--- config.mk ---
export PLATFORM = sky130hd
export DESIGN_NAME = first_order_duty_compensator
export DESIGN_NICKNAME = d
export VERILOG_FILES = /design/src/sv/fodc_pkg.sv /design/src/sv/fodc_seq.sv /design/src/sv/first_order_duty_compensator.sv
export SDC_FILE = /design/constraint.sdc
export NUM_CORES = 2
export LEC_CHECK = 0
export BUFFER_PORTS_ARGS = -buffer_cell sky130_fd_sc_hd__buf_4
export CAP_MARGIN = 0
export CORE_UTILIZATION = 60
export CTS_CLUSTER_DIAMETER = 60
export DETAILED_ROUTE_END_ITERATION = 6
export GPL_TIMING_DRIVEN = 1
export HOLD_SLACK_MARGIN = 0.15
export PLACE_DENSITY = 0.77
export SLEW_MARGIN = 20
export SYNTH_ARGS = -nofsm -noshare
export SYNTH_HDL_FRONTEND = slang
export SYNTH_HIERARCHICAL = 1
export SYNTH_SLANG_ARGS = --single-unit
--- constraint.sdc ---
create_clock -name clk_i -period 11.51 [get_ports clk_i]
set_input_delay 1.151 -clock clk_i [delete_from_list [all_inputs] [get_ports clk_i]]
set_output_delay 1.151 -clock clk_i [all_outputs]
set_load 0.1 [all_outputs]
--- src/sv/fodc_pkg.sv ---
`timescale 1ns / 1ps

package fodc_pkg;

  // Field and datapath widths
  localparam int unsigned SAMPLE_W     = 16;
  localparam int unsigned MEAS_W       = 18;
  localparam int unsigned ERR_W        = 19;
  localparam int unsigned DRIVE_W      = 32;
  localparam int unsigned COEF_W       = 24;
  localparam int unsigned SCALE_W      = 16;
  localparam int unsigned DUTY_W       = 13;
  localparam int unsigned PROD_W       = COEF_W + DRIVE_W;
  localparam int unsigned ACC_W        = PROD_W + 2;
  localparam int unsigned OUT_DATA_W   = 32;
  localparam int unsigned CFG_IDX_W    = 3;
  localparam int unsigned CFG_DATA_W   = 24;

  // Loop constants
  localparam int unsigned DUTY_MAX       = 6800;
  localparam int unsigned COEF_FRAC_BITS = 16;
  localparam int unsigned DUTY_FRAC_BITS = 8;

  // Speed measurement: 1000 / period, ten quotient bits
  localparam int unsigned DIV_W       = 10;
  localparam int unsigned DIV_CNT_W   = 4;
  localparam int unsigned SPEED_NUM   = 1000;
  localparam int unsigned SPEED_SAT   = 256000;

  // Temperature measurement: code * 330 >> 4
  localparam int unsigned TEMP_GAIN   = 330;
  localparam int unsigned TEMP_SHIFT  = 4;
  localparam int unsigned TEMP_PROD_W = SAMPLE_W + 9;
  localparam int unsigned MEAS_MAX    = 262143;

  // Register map
  localparam logic [CFG_IDX_W-1:0] REG_MODE     = 3'd0;
  localparam logic [CFG_IDX_W-1:0] REG_TARGET   = 3'd1;
  localparam logic [CFG_IDX_W-1:0] REG_COEF_NOW = 3'd2;
  localparam logic [CFG_IDX_W-1:0] REG_COEF_PRV = 3'd3;
  localparam logic [CFG_IDX_W-1:0] REG_COEF_FB  = 3'd4;
  localparam logic [CFG_IDX_W-1:0] REG_SCALE    = 3'd5;
  localparam logic [CFG_IDX_W-1:0] REG_OFFSET   = 3'd6;

  // Microprogram
  localparam int unsigned PROG_LEN = 14;
  localparam int unsigned PC_W     = 4;

  typedef enum logic [2:0] {
    MUL_NONE,
    MUL_TEMP,
    MUL_NOW,
    MUL_PREV,
    MUL_FB,
    MUL_DUTY
  } mul_sel_e;

  typedef enum logic [1:0] {
    ACC_HOLD,
    ACC_LOAD,
    ACC_ADD
  } acc_op_e;

  typedef enum logic [2:0] {
    ACT_NONE,
    ACT_LOAD,
    ACT_DIV,
    ACT_MEAS_SPD,
    ACT_MEAS_TMP,
    ACT_ERR,
    ACT_DRIVE,
    ACT_EMIT
  } act_e;

  typedef enum logic [2:0] {
    BR_NEXT,
    BR_IN,
    BR_MODE,
    BR_DIV,
    BR_JUMP,
    BR_OUT
  } br_e;

  typedef struct packed {
    mul_sel_e        mul;
    acc_op_e         acc;
    act_e            act;
    br_e             br;
    logic [PC_W-1:0] tgt;
  } ctrl_word_t;

  typedef struct packed {
    logic in_valid;
    logic mode;
    logic div_last;
    logic out_free;
  } seq_status_t;

endpackage

--- src/sv/fodc_seq.sv ---
`timescale 1ns / 1ps

module fodc_seq import fodc_pkg::*; (
  input  logic        clk_i,
  input  logic        rst_ni,
  input  seq_status_t status_i,
  output ctrl_word_t  ctrl_o
);

  // Microcode store: one control word per step
  function automatic ctrl_word_t ucode(input logic [PC_W-1:0] pc);
    ctrl_word_t w;
    w = '{mul: MUL_NONE, acc: ACC_HOLD, act: ACT_NONE, br: BR_NEXT, tgt: '0};
    unique case (pc)
      4'd0:  begin w.act = ACT_LOAD;     w.br = BR_IN;                  end
      4'd1:  begin                       w.br = BR_MODE; w.tgt = 4'd4;  end
      4'd2:  begin w.act = ACT_DIV;      w.br = BR_DIV;                 end
      4'd3:  begin w.act = ACT_MEAS_SPD; w.br = BR_JUMP; w.tgt = 4'd6;  end
      4'd4:  begin w.mul = MUL_TEMP;                                    end
      4'd5:  begin w.act = ACT_MEAS_TMP;                                end
      4'd6:  begin w.act = ACT_ERR;                                     end
      4'd7:  begin w.mul = MUL_NOW;                                     end
      4'd8:  begin w.mul = MUL_PREV;     w.acc = ACC_LOAD;              end
      4'd9:  begin w.mul = MUL_FB;       w.acc = ACC_ADD;               end
      4'd10: begin                       w.acc = ACC_ADD;               end
      4'd11: begin w.act = ACT_DRIVE;                                   end
      4'd12: begin w.mul = MUL_DUTY;                                    end
      4'd13: begin w.act = ACT_EMIT;     w.br = BR_OUT;  w.tgt = 4'd0;  end
      default: begin                     w.br = BR_JUMP; w.tgt = 4'd0;  end
    endcase
    return w;
  endfunction

  logic [PC_W-1:0] pc_q, pc_d;
  ctrl_word_t      cw;

  assign cw     = ucode(pc_q);
  assign ctrl_o = cw;

  // Pick the next step
  always_comb begin
    unique case (cw.br)
      BR_NEXT: pc_d = pc_q + 1'b1;
      BR_IN:   pc_d = status_i.in_valid ? pc_q + 1'b1 : pc_q;
      BR_MODE: pc_d = status_i.mode ? cw.tgt : pc_q + 1'b1;
      BR_DIV:  pc_d = status_i.div_last ? pc_q + 1'b1 : pc_q;
      BR_JUMP: pc_d = cw.tgt;
      BR_OUT:  pc_d = status_i.out_free ? cw.tgt : pc_q;
      default: pc_d = '0;
    endcase
  end

  always_ff @(posedge clk_i or negedge rst_ni) begin
    if (!rst_ni) begin
      pc_q <= '0;
    end else begin
      pc_q <= pc_d;
    end
  end

  a_pc_range: assert property (@(posedge clk_i) disable iff (!rst_ni)
    pc_q < PC_W'(PROG_LEN))
    else $error("step counter left the program");

  a_wait_holds: assert property (@(posedge clk_i) disable iff (!rst_ni)
    (cw.br == BR_IN && !status_i.in_valid) |=> pc_q == $past(pc_q))
    else $error("sequencer left the wait step without a word");

  a_emit_returns: assert property (@(posedge clk_i) disable iff (!rst_ni)
    (cw.br == BR_OUT && status_i.out_free) |=> pc_q == '0)
    else $error("sequencer did not return after emitting");

endmodule

--- src/sv/first_order_duty_compensator.sv ---
`timescale 1ns / 1ps
// In speed mode each sample passes the bit-serial 1000/period divider (ten quotient bits),
//   then the loop steps; temperature mode skips the divider and scales on the multiplier.
// A new sample is taken only at the wait step, once the previous result has been emitted;
//   the microprogram steps one shared 24x32 multiplier; a stalled result holds the last step.
// Reset (rst_ni low, asynchronous) loads the register defaults, clears the previous error and
//   drive, empties the output register and restarts the program at its wait step.

module first_order_duty_compensator import fodc_pkg::*; (
  input  logic                  clk_i,
  input  logic                  rst_ni,
  // Sample in
  input  logic                  s_axis_tvalid_i,
  output logic                  s_axis_tready_o,
  input  logic [SAMPLE_W-1:0]   s_axis_tdata_i,   // [15:0] sample
  // Result out
  output logic                  m_axis_tvalid_o,
  input  logic                  m_axis_tready_i,
  output logic [OUT_DATA_W-1:0] m_axis_tdata_o,   // [12:0] duty, [30:13] measured, [31] clipped
  // Register writes
  input  logic                  cfg_valid_i,
  output logic                  cfg_ready_o,
  input  logic [CFG_IDX_W-1:0]  cfg_index_i,
  input  logic [CFG_DATA_W-1:0] cfg_data_i
);

  ctrl_word_t  ctrl;
  seq_status_t status;

  // Configuration registers
  logic                     mode_q;
  logic [MEAS_W-1:0]        target_q;
  logic signed [COEF_W-1:0] coef_now_q, coef_prev_q, coef_fb_q;
  logic [SCALE_W-1:0]       scale_q, offset_q;

  // Loop state and datapath
  logic [SAMPLE_W-1:0]       sample_q;
  logic [DIV_W-1:0]          rem_q, quo_q;
  logic [DIV_CNT_W-1:0]      cnt_q;
  logic [MEAS_W-1:0]         meas_q;
  logic                      clip_q;
  logic signed [ERR_W-1:0]   err_q, last_err_q;
  logic signed [DRIVE_W-1:0] drive_q, last_drive_q, drive_d;
  logic signed [PROD_W-1:0]  prod_q, prod_d;
  logic signed [ACC_W-1:0]   acc_q, acc_d, acc_sh;
  logic                      out_valid_q;
  logic [OUT_DATA_W-1:0]     out_data_q;

  logic in_fire, out_free, out_load;

  fodc_seq u_seq (
    .clk_i    (clk_i),
    .rst_ni   (rst_ni),
    .status_i (status),
    .ctrl_o   (ctrl)
  );

  assign s_axis_tready_o = (ctrl.act == ACT_LOAD);
  assign in_fire         = s_axis_tvalid_i && s_axis_tready_o;
  assign out_free        = !out_valid_q || m_axis_tready_i;
  assign out_load        = (ctrl.act == ACT_EMIT) && out_free;
  assign cfg_ready_o     = 1'b1;
  assign m_axis_tvalid_o = out_valid_q;
  assign m_axis_tdata_o  = out_data_q;

  assign status = '{in_valid: s_axis_tvalid_i, mode: mode_q,
                    div_last: (cnt_q == DIV_CNT_W'(DIV_W - 1)), out_free: out_free};

  // Take register writes; unknown indexes drop
  always_ff @(posedge clk_i or negedge rst_ni) begin
    if (!rst_ni) begin
      mode_q      <= 1'b0;
      target_q    <= MEAS_W'(10240);
      coef_now_q  <= COEF_W'(408748);
      coef_prev_q <= COEF_W'(-407634);
      coef_fb_q   <= COEF_W'(65523);
      scale_q     <= SCALE_W'(136);
      offset_q    <= SCALE_W'(1496);
    end else if (cfg_valid_i) begin
      unique case (cfg_index_i)
        REG_MODE:     mode_q      <= cfg_data_i[0];
        REG_TARGET:   target_q    <= cfg_data_i[MEAS_W-1:0];
        REG_COEF_NOW: coef_now_q  <= cfg_data_i;
        REG_COEF_PRV: coef_prev_q <= cfg_data_i;
        REG_COEF_FB:  coef_fb_q   <= cfg_data_i;
        REG_SCALE:    scale_q     <= cfg_data_i[SCALE_W-1:0];
        REG_OFFSET:   offset_q    <= cfg_data_i[SCALE_W-1:0];
        default: ;
      endcase
    end
  end

  // Shared multiplier operands
  logic signed [COEF_W-1:0]  mul_a;
  logic signed [DRIVE_W-1:0] mul_b;

  always_comb begin
    unique case (ctrl.mul)
      MUL_TEMP: begin
        mul_a = COEF_W'(TEMP_GAIN);
        mul_b = DRIVE_W'(sample_q);
      end
      MUL_NOW: begin
        mul_a = coef_now_q;
        mul_b = DRIVE_W'(err_q);
      end
      MUL_PREV: begin
        mul_a = coef_prev_q;
        mul_b = DRIVE_W'(last_err_q);
      end
      MUL_FB: begin
        mul_a = coef_fb_q;
        mul_b = last_drive_q;
      end
      MUL_DUTY: begin
        mul_a = COEF_W'(scale_q);
        mul_b = drive_q;
      end
      default: begin
        mul_a = '0;
        mul_b = '0;
      end
    endcase
    prod_d = PROD_W'(mul_a) * PROD_W'(mul_b);
  end

  // Accumulate products
  always_comb begin
    unique case (ctrl.acc)
      ACC_LOAD: acc_d = ACC_W'(prod_q);
      ACC_ADD:  acc_d = acc_q + ACC_W'(prod_q);
      default:  acc_d = acc_q;
    endcase
  end

  // Drop fraction bits and saturate the drive to 32 bits
  logic [ACC_W-DRIVE_W:0] acc_hi;
  assign acc_sh = acc_q >>> COEF_FRAC_BITS;
  assign acc_hi = acc_sh[ACC_W-1:DRIVE_W-1];
  always_comb begin
    if ((&acc_hi) || !(|acc_hi)) begin
      drive_d = acc_sh[DRIVE_W-1:0];
    end else if (acc_hi[ACC_W-DRIVE_W]) begin
      drive_d = {1'b1, {(DRIVE_W-1){1'b0}}};
    end else begin
      drive_d = {1'b0, {(DRIVE_W-1){1'b1}}};
    end
  end

  // Restoring divider step for 1000 / period
  logic [DIV_W:0]      rem_sh;
  logic [SAMPLE_W-1:0] rem_diff;
  logic                rem_ge;
  assign rem_sh   = {rem_q, quo_q[DIV_W-1]};
  assign rem_ge   = SAMPLE_W'(rem_sh) >= sample_q;
  assign rem_diff = SAMPLE_W'(rem_sh) - sample_q;

  // Temperature scaling
  logic [TEMP_PROD_W-TEMP_SHIFT-1:0] temp_full;
  assign temp_full = prod_q[TEMP_PROD_W-1:TEMP_SHIFT];

  // Duty mapping
  localparam int unsigned DSUM_W = PROD_W - DUTY_FRAC_BITS + 1;
  logic [DSUM_W-1:0] dsum;
  logic              duty_big;
  logic [DUTY_W-1:0] duty;
  logic              duty_clip;
  assign dsum     = {1'b0, prod_q[PROD_W-1:DUTY_FRAC_BITS]} + DSUM_W'(offset_q);
  assign duty_big = dsum > DSUM_W'(DUTY_MAX);
  always_comb begin
    if (drive_q[DRIVE_W-1]) begin
      duty      = '0;
      duty_clip = 1'b1;
    end else if (duty_big) begin
      duty      = DUTY_W'(DUTY_MAX);
      duty_clip = 1'b1;
    end else begin
      duty      = dsum[DUTY_W-1:0];
      duty_clip = 1'b0;
    end
  end

  // Datapath registers driven by the control word
  always_ff @(posedge clk_i) begin
    if (in_fire) begin
      sample_q <= s_axis_tdata_i;
      rem_q    <= '0;
      quo_q    <= DIV_W'(SPEED_NUM);
      cnt_q    <= '0;
      clip_q   <= 1'b0;
    end
    if (ctrl.act == ACT_DIV) begin
      rem_q <= rem_ge ? rem_diff[DIV_W-1:0] : rem_sh[DIV_W-1:0];
      quo_q <= {quo_q[DIV_W-2:0], rem_ge};
      cnt_q <= cnt_q + 1'b1;
    end
    if (ctrl.act == ACT_MEAS_SPD) begin
      if (sample_q == '0) begin
        meas_q <= MEAS_W'(SPEED_SAT);
        clip_q <= 1'b1;
      end else begin
        meas_q <= {quo_q, {(MEAS_W-DIV_W){1'b0}}};
      end
    end
    if (ctrl.act == ACT_MEAS_TMP) begin
      if (temp_full > (TEMP_PROD_W-TEMP_SHIFT)'(MEAS_MAX)) begin
        meas_q <= MEAS_W'(MEAS_MAX);
        clip_q <= 1'b1;
      end else begin
        meas_q <= temp_full[MEAS_W-1:0];
      end
    end
    if (ctrl.act == ACT_ERR) begin
      err_q <= $signed({1'b0, target_q}) - $signed({1'b0, meas_q});
    end
    if (ctrl.act == ACT_DRIVE) begin
      drive_q <= drive_d;
    end
    if (ctrl.mul != MUL_NONE) begin
      prod_q <= prod_d;
    end
    acc_q <= acc_d;
  end

  // Keep the previous error and drive for the next sample
  always_ff @(posedge clk_i or negedge rst_ni) begin
    if (!rst_ni) begin
      last_err_q   <= '0;
      last_drive_q <= '0;
    end else if (ctrl.act == ACT_DRIVE) begin
      last_err_q   <= err_q;
      last_drive_q <= drive_d;
    end
  end

  // Output register: load the result word, hold it until taken
  always_ff @(posedge clk_i or negedge rst_ni) begin
    if (!rst_ni) begin
      out_valid_q <= 1'b0;
    end else if (out_load) begin
      out_valid_q <= 1'b1;
    end else if (m_axis_tready_i) begin
      out_valid_q <= 1'b0;
    end
  end

  always_ff @(posedge clk_i) begin
    if (out_load) begin
      out_data_q <= {clip_q | duty_clip, meas_q, duty};
    end
  end

  a_busy_after_accept: assert property (@(posedge clk_i) disable iff (!rst_ni)
    in_fire |=> !s_axis_tready_o)
    else $error("sample taken again right after an accept");

  a_load_free_slot: assert property (@(posedge clk_i) disable iff (!rst_ni)
    out_load |-> (!out_valid_q || m_axis_tready_i))
    else $error("result word overwrote a pending word");

  a_negative_drive: assert property (@(posedge clk_i) disable iff (!rst_ni)
    (out_load && drive_q[DRIVE_W-1]) |=>
      (m_axis_tdata_o[DUTY_W-1:0] == '0 && m_axis_tdata_o[OUT_DATA_W-1]))
    else $error("negative drive did not force a clipped zero duty");

endmodule
==> metrics.txt <==
maxcap violations 0; fin util 0.6568; Fmax achieved 0.09074 GHz; Overall Global Routing Usage 0.3457; fraction of layout cells with a size suffix above 1 0.1164; final total power 8.528 mW; CP Data Arrival Time 11350 ps; root buffer cell clkbuf_16; largest net degree at the start of global routing 108; hpwl dp 114.2 mm; final net count 6263; RD Place Congestion 1.004; Total Wirelength 143.3 mm; Required @ worst endpoint 11840 ps; IO Pins 83; Max Buffers Root-to-Sink 3; initial antenna violation count 1; fin crit period 11020 ps; CTS H-tree lvls 2; Num CTS Buffers 47; Leakage 25.16 nW; Critical Path Start u_seq/pc_q[2]$_DFFE_PN0P_; vias in the first global route 39074; R2R Path Start u_seq/pc_q[2]$_DFFE_PN0P_; VDD IR-drop max 160.7 µV; IO buf count 81; dpl ws 743.3 ps; starting DRC count in detailed routing 3531; Worst Setup Path Type reg2reg; total clock sinks 435; Hold Crit Class reg2reg; Least-Margin Pin Slew 1264 ps; Mapped Area 50360 µm²; register clock-pin slew on the reported worst setup and hold paths 60 ps; Post-DRT Antenna Nets 0; total core area 82640 µm²; max incr delay on CP 950 ps; wire per inst 22.82 µm; synthesis-to-layout area growth 7.763%; gr ovfl total 0; Slowest-stage cell, CP o22ai_2; RSZ-0062 raised after global routing no; Post-CTS Resized 0; Startpoint Class register; Cells after Synth 5118; post-CTS repair timing setup buffer count 0; # rows 105; Fin Setup TNS 0 ps; Worst Path Max Fanout 44; vias per cell 5.995; Worst Setup End Kind register; Power Density 157.1 nW/µm²; CTS Hold Bufs 0; min-delay src err_q[13]$_DFFE_PN_; Fin. Hold Viols 0; die height 291.7 µm; Finish-stage setup viols 0; Ys Warns 6; syn nets 6212; most frequent CP cell fa_1; Worst Setup Slack, final 489.1 ps; clock skew 39.31 ps; drt pass-1 iters 6; DR DRC count 0; first-pass GRT wire length 223.6 mm; final period utilization 0.9575; CTS tree yes; Synth Area per Inst 9.841 µm²; Die Area 85100 µm²; DR vias 37653; clk_lat worst skew 610 ps; Final Max Slew Viols 0; status finished clean; Starting Density 0.6095; Slew Limit Headroom 0.1576; Die X 291.7 µm
==> where the power goes <==
group          internal (mW)  switching [mW]  leakage (nW)
clock network          0.873           0.668         0.780
registers               2.23           0.387          4.48
logic                   1.56            2.80          19.9
total                   4.67            3.86          25.2
==> metal layers <==
metal	part of all wire	vias up	track usage	wire length, µm
li1	-	16401	-	-
met1	0.37	18939	0.4344	52640
met2	0.48	1792	0.5654	68740
met3	0.085	513	0.06051	12240
met4	0.067	8	0.2004	9646
met5	0.00036	-	0	52
==> registers in the layout, indices dropped and copies added (netlist names), 16 cells and up <==
signal	cells
coef_now_q	24
last_drive_q	32
scale_q	16
prod_q	56
coef_prev_q	24
coef_fb_q	24
drive_q	32
sample_q	16
acc_q	58
m_axis_tdata_o	32
target_q	18
last_err_q	19
meas_q	18
err_q	19
offset_q	16
==> per-stage QoR <==
stage / hold slack [ps] / instance area (µm²) / cells
after floorplan: 426.4 / 50360 / 5118
after global placement: 457.7 / 52650 / 6189
after detailed placement: 457.9 / 52650 / 6189
after CTS: 472.4 / 54240 / 6277
after global routing: 477.6 / 54270 / 6278
final: 474.3 / 54270 / 6281
==> final timing paths <==
| path | slack (ps) | depth (start not counted) | endpoint |
|---|---|---|---|
| worst max-delay path | 490 | 31 | prod_q[55]$_DFFE_PP_ |
| worst min-delay path | 470 | 2 | last_err_q[13]$_DFFE_PN0N_ |
| worst max register to register | 490 | 31 | prod_q[55]$_DFFE_PP_ |
| worst min register to register | 470 | 2 | last_err_q[13]$_DFFE_PN0N_ |
| max in group asynchronous | 9250 | 2 | last_drive_q[29]$_DFFE_PN0N_ |
| min in group asynchronous | 670 | 1 | target_q[10]$_DFFE_PN0P_ |
==> cell type report <==
type                            count  area [µm²]
Inverter                          944        3543
Sequential cell                   435       12220
Clock inverter                     24       219.0
Tap cell                         1070        1339
Antenna cell                        3       7.507
Multi-Input combinational cell   3537       34010
Timing Repair Buffer              204        1564
Fill cell                        6417       28360
Clock buffer                       64        1374
==> worst max-delay path: cells and delay by family, from the launching register on <==
family,cells,cell delay [ps]
AOI/OAI and AO/OA,11,3640
and+or+nand+nor,5,1540
adders and majority gates,8,4020
buffers and inverters,6,600
DFF,1,790
xor gates and xnor gates,1,130
==> cell usage in the layout, fill, tap and decap left out, types with 71 or more instances in the layout <==
cell / count
mux2i_1: 75
a21oi_1: 149
o21ai_0: 109
mux2_2: 206
ha_1: 258
nor2_1: 403
and2_1: 71
buf_4: 200
a21o_1: 96
dfrtp_1: 129
xnor2_1: 99
inv_1: 942
fa_1: 787
nand2_1: 676
edfxtp_1: 255
Note: power is estimated with default switching activity, not from simulation.
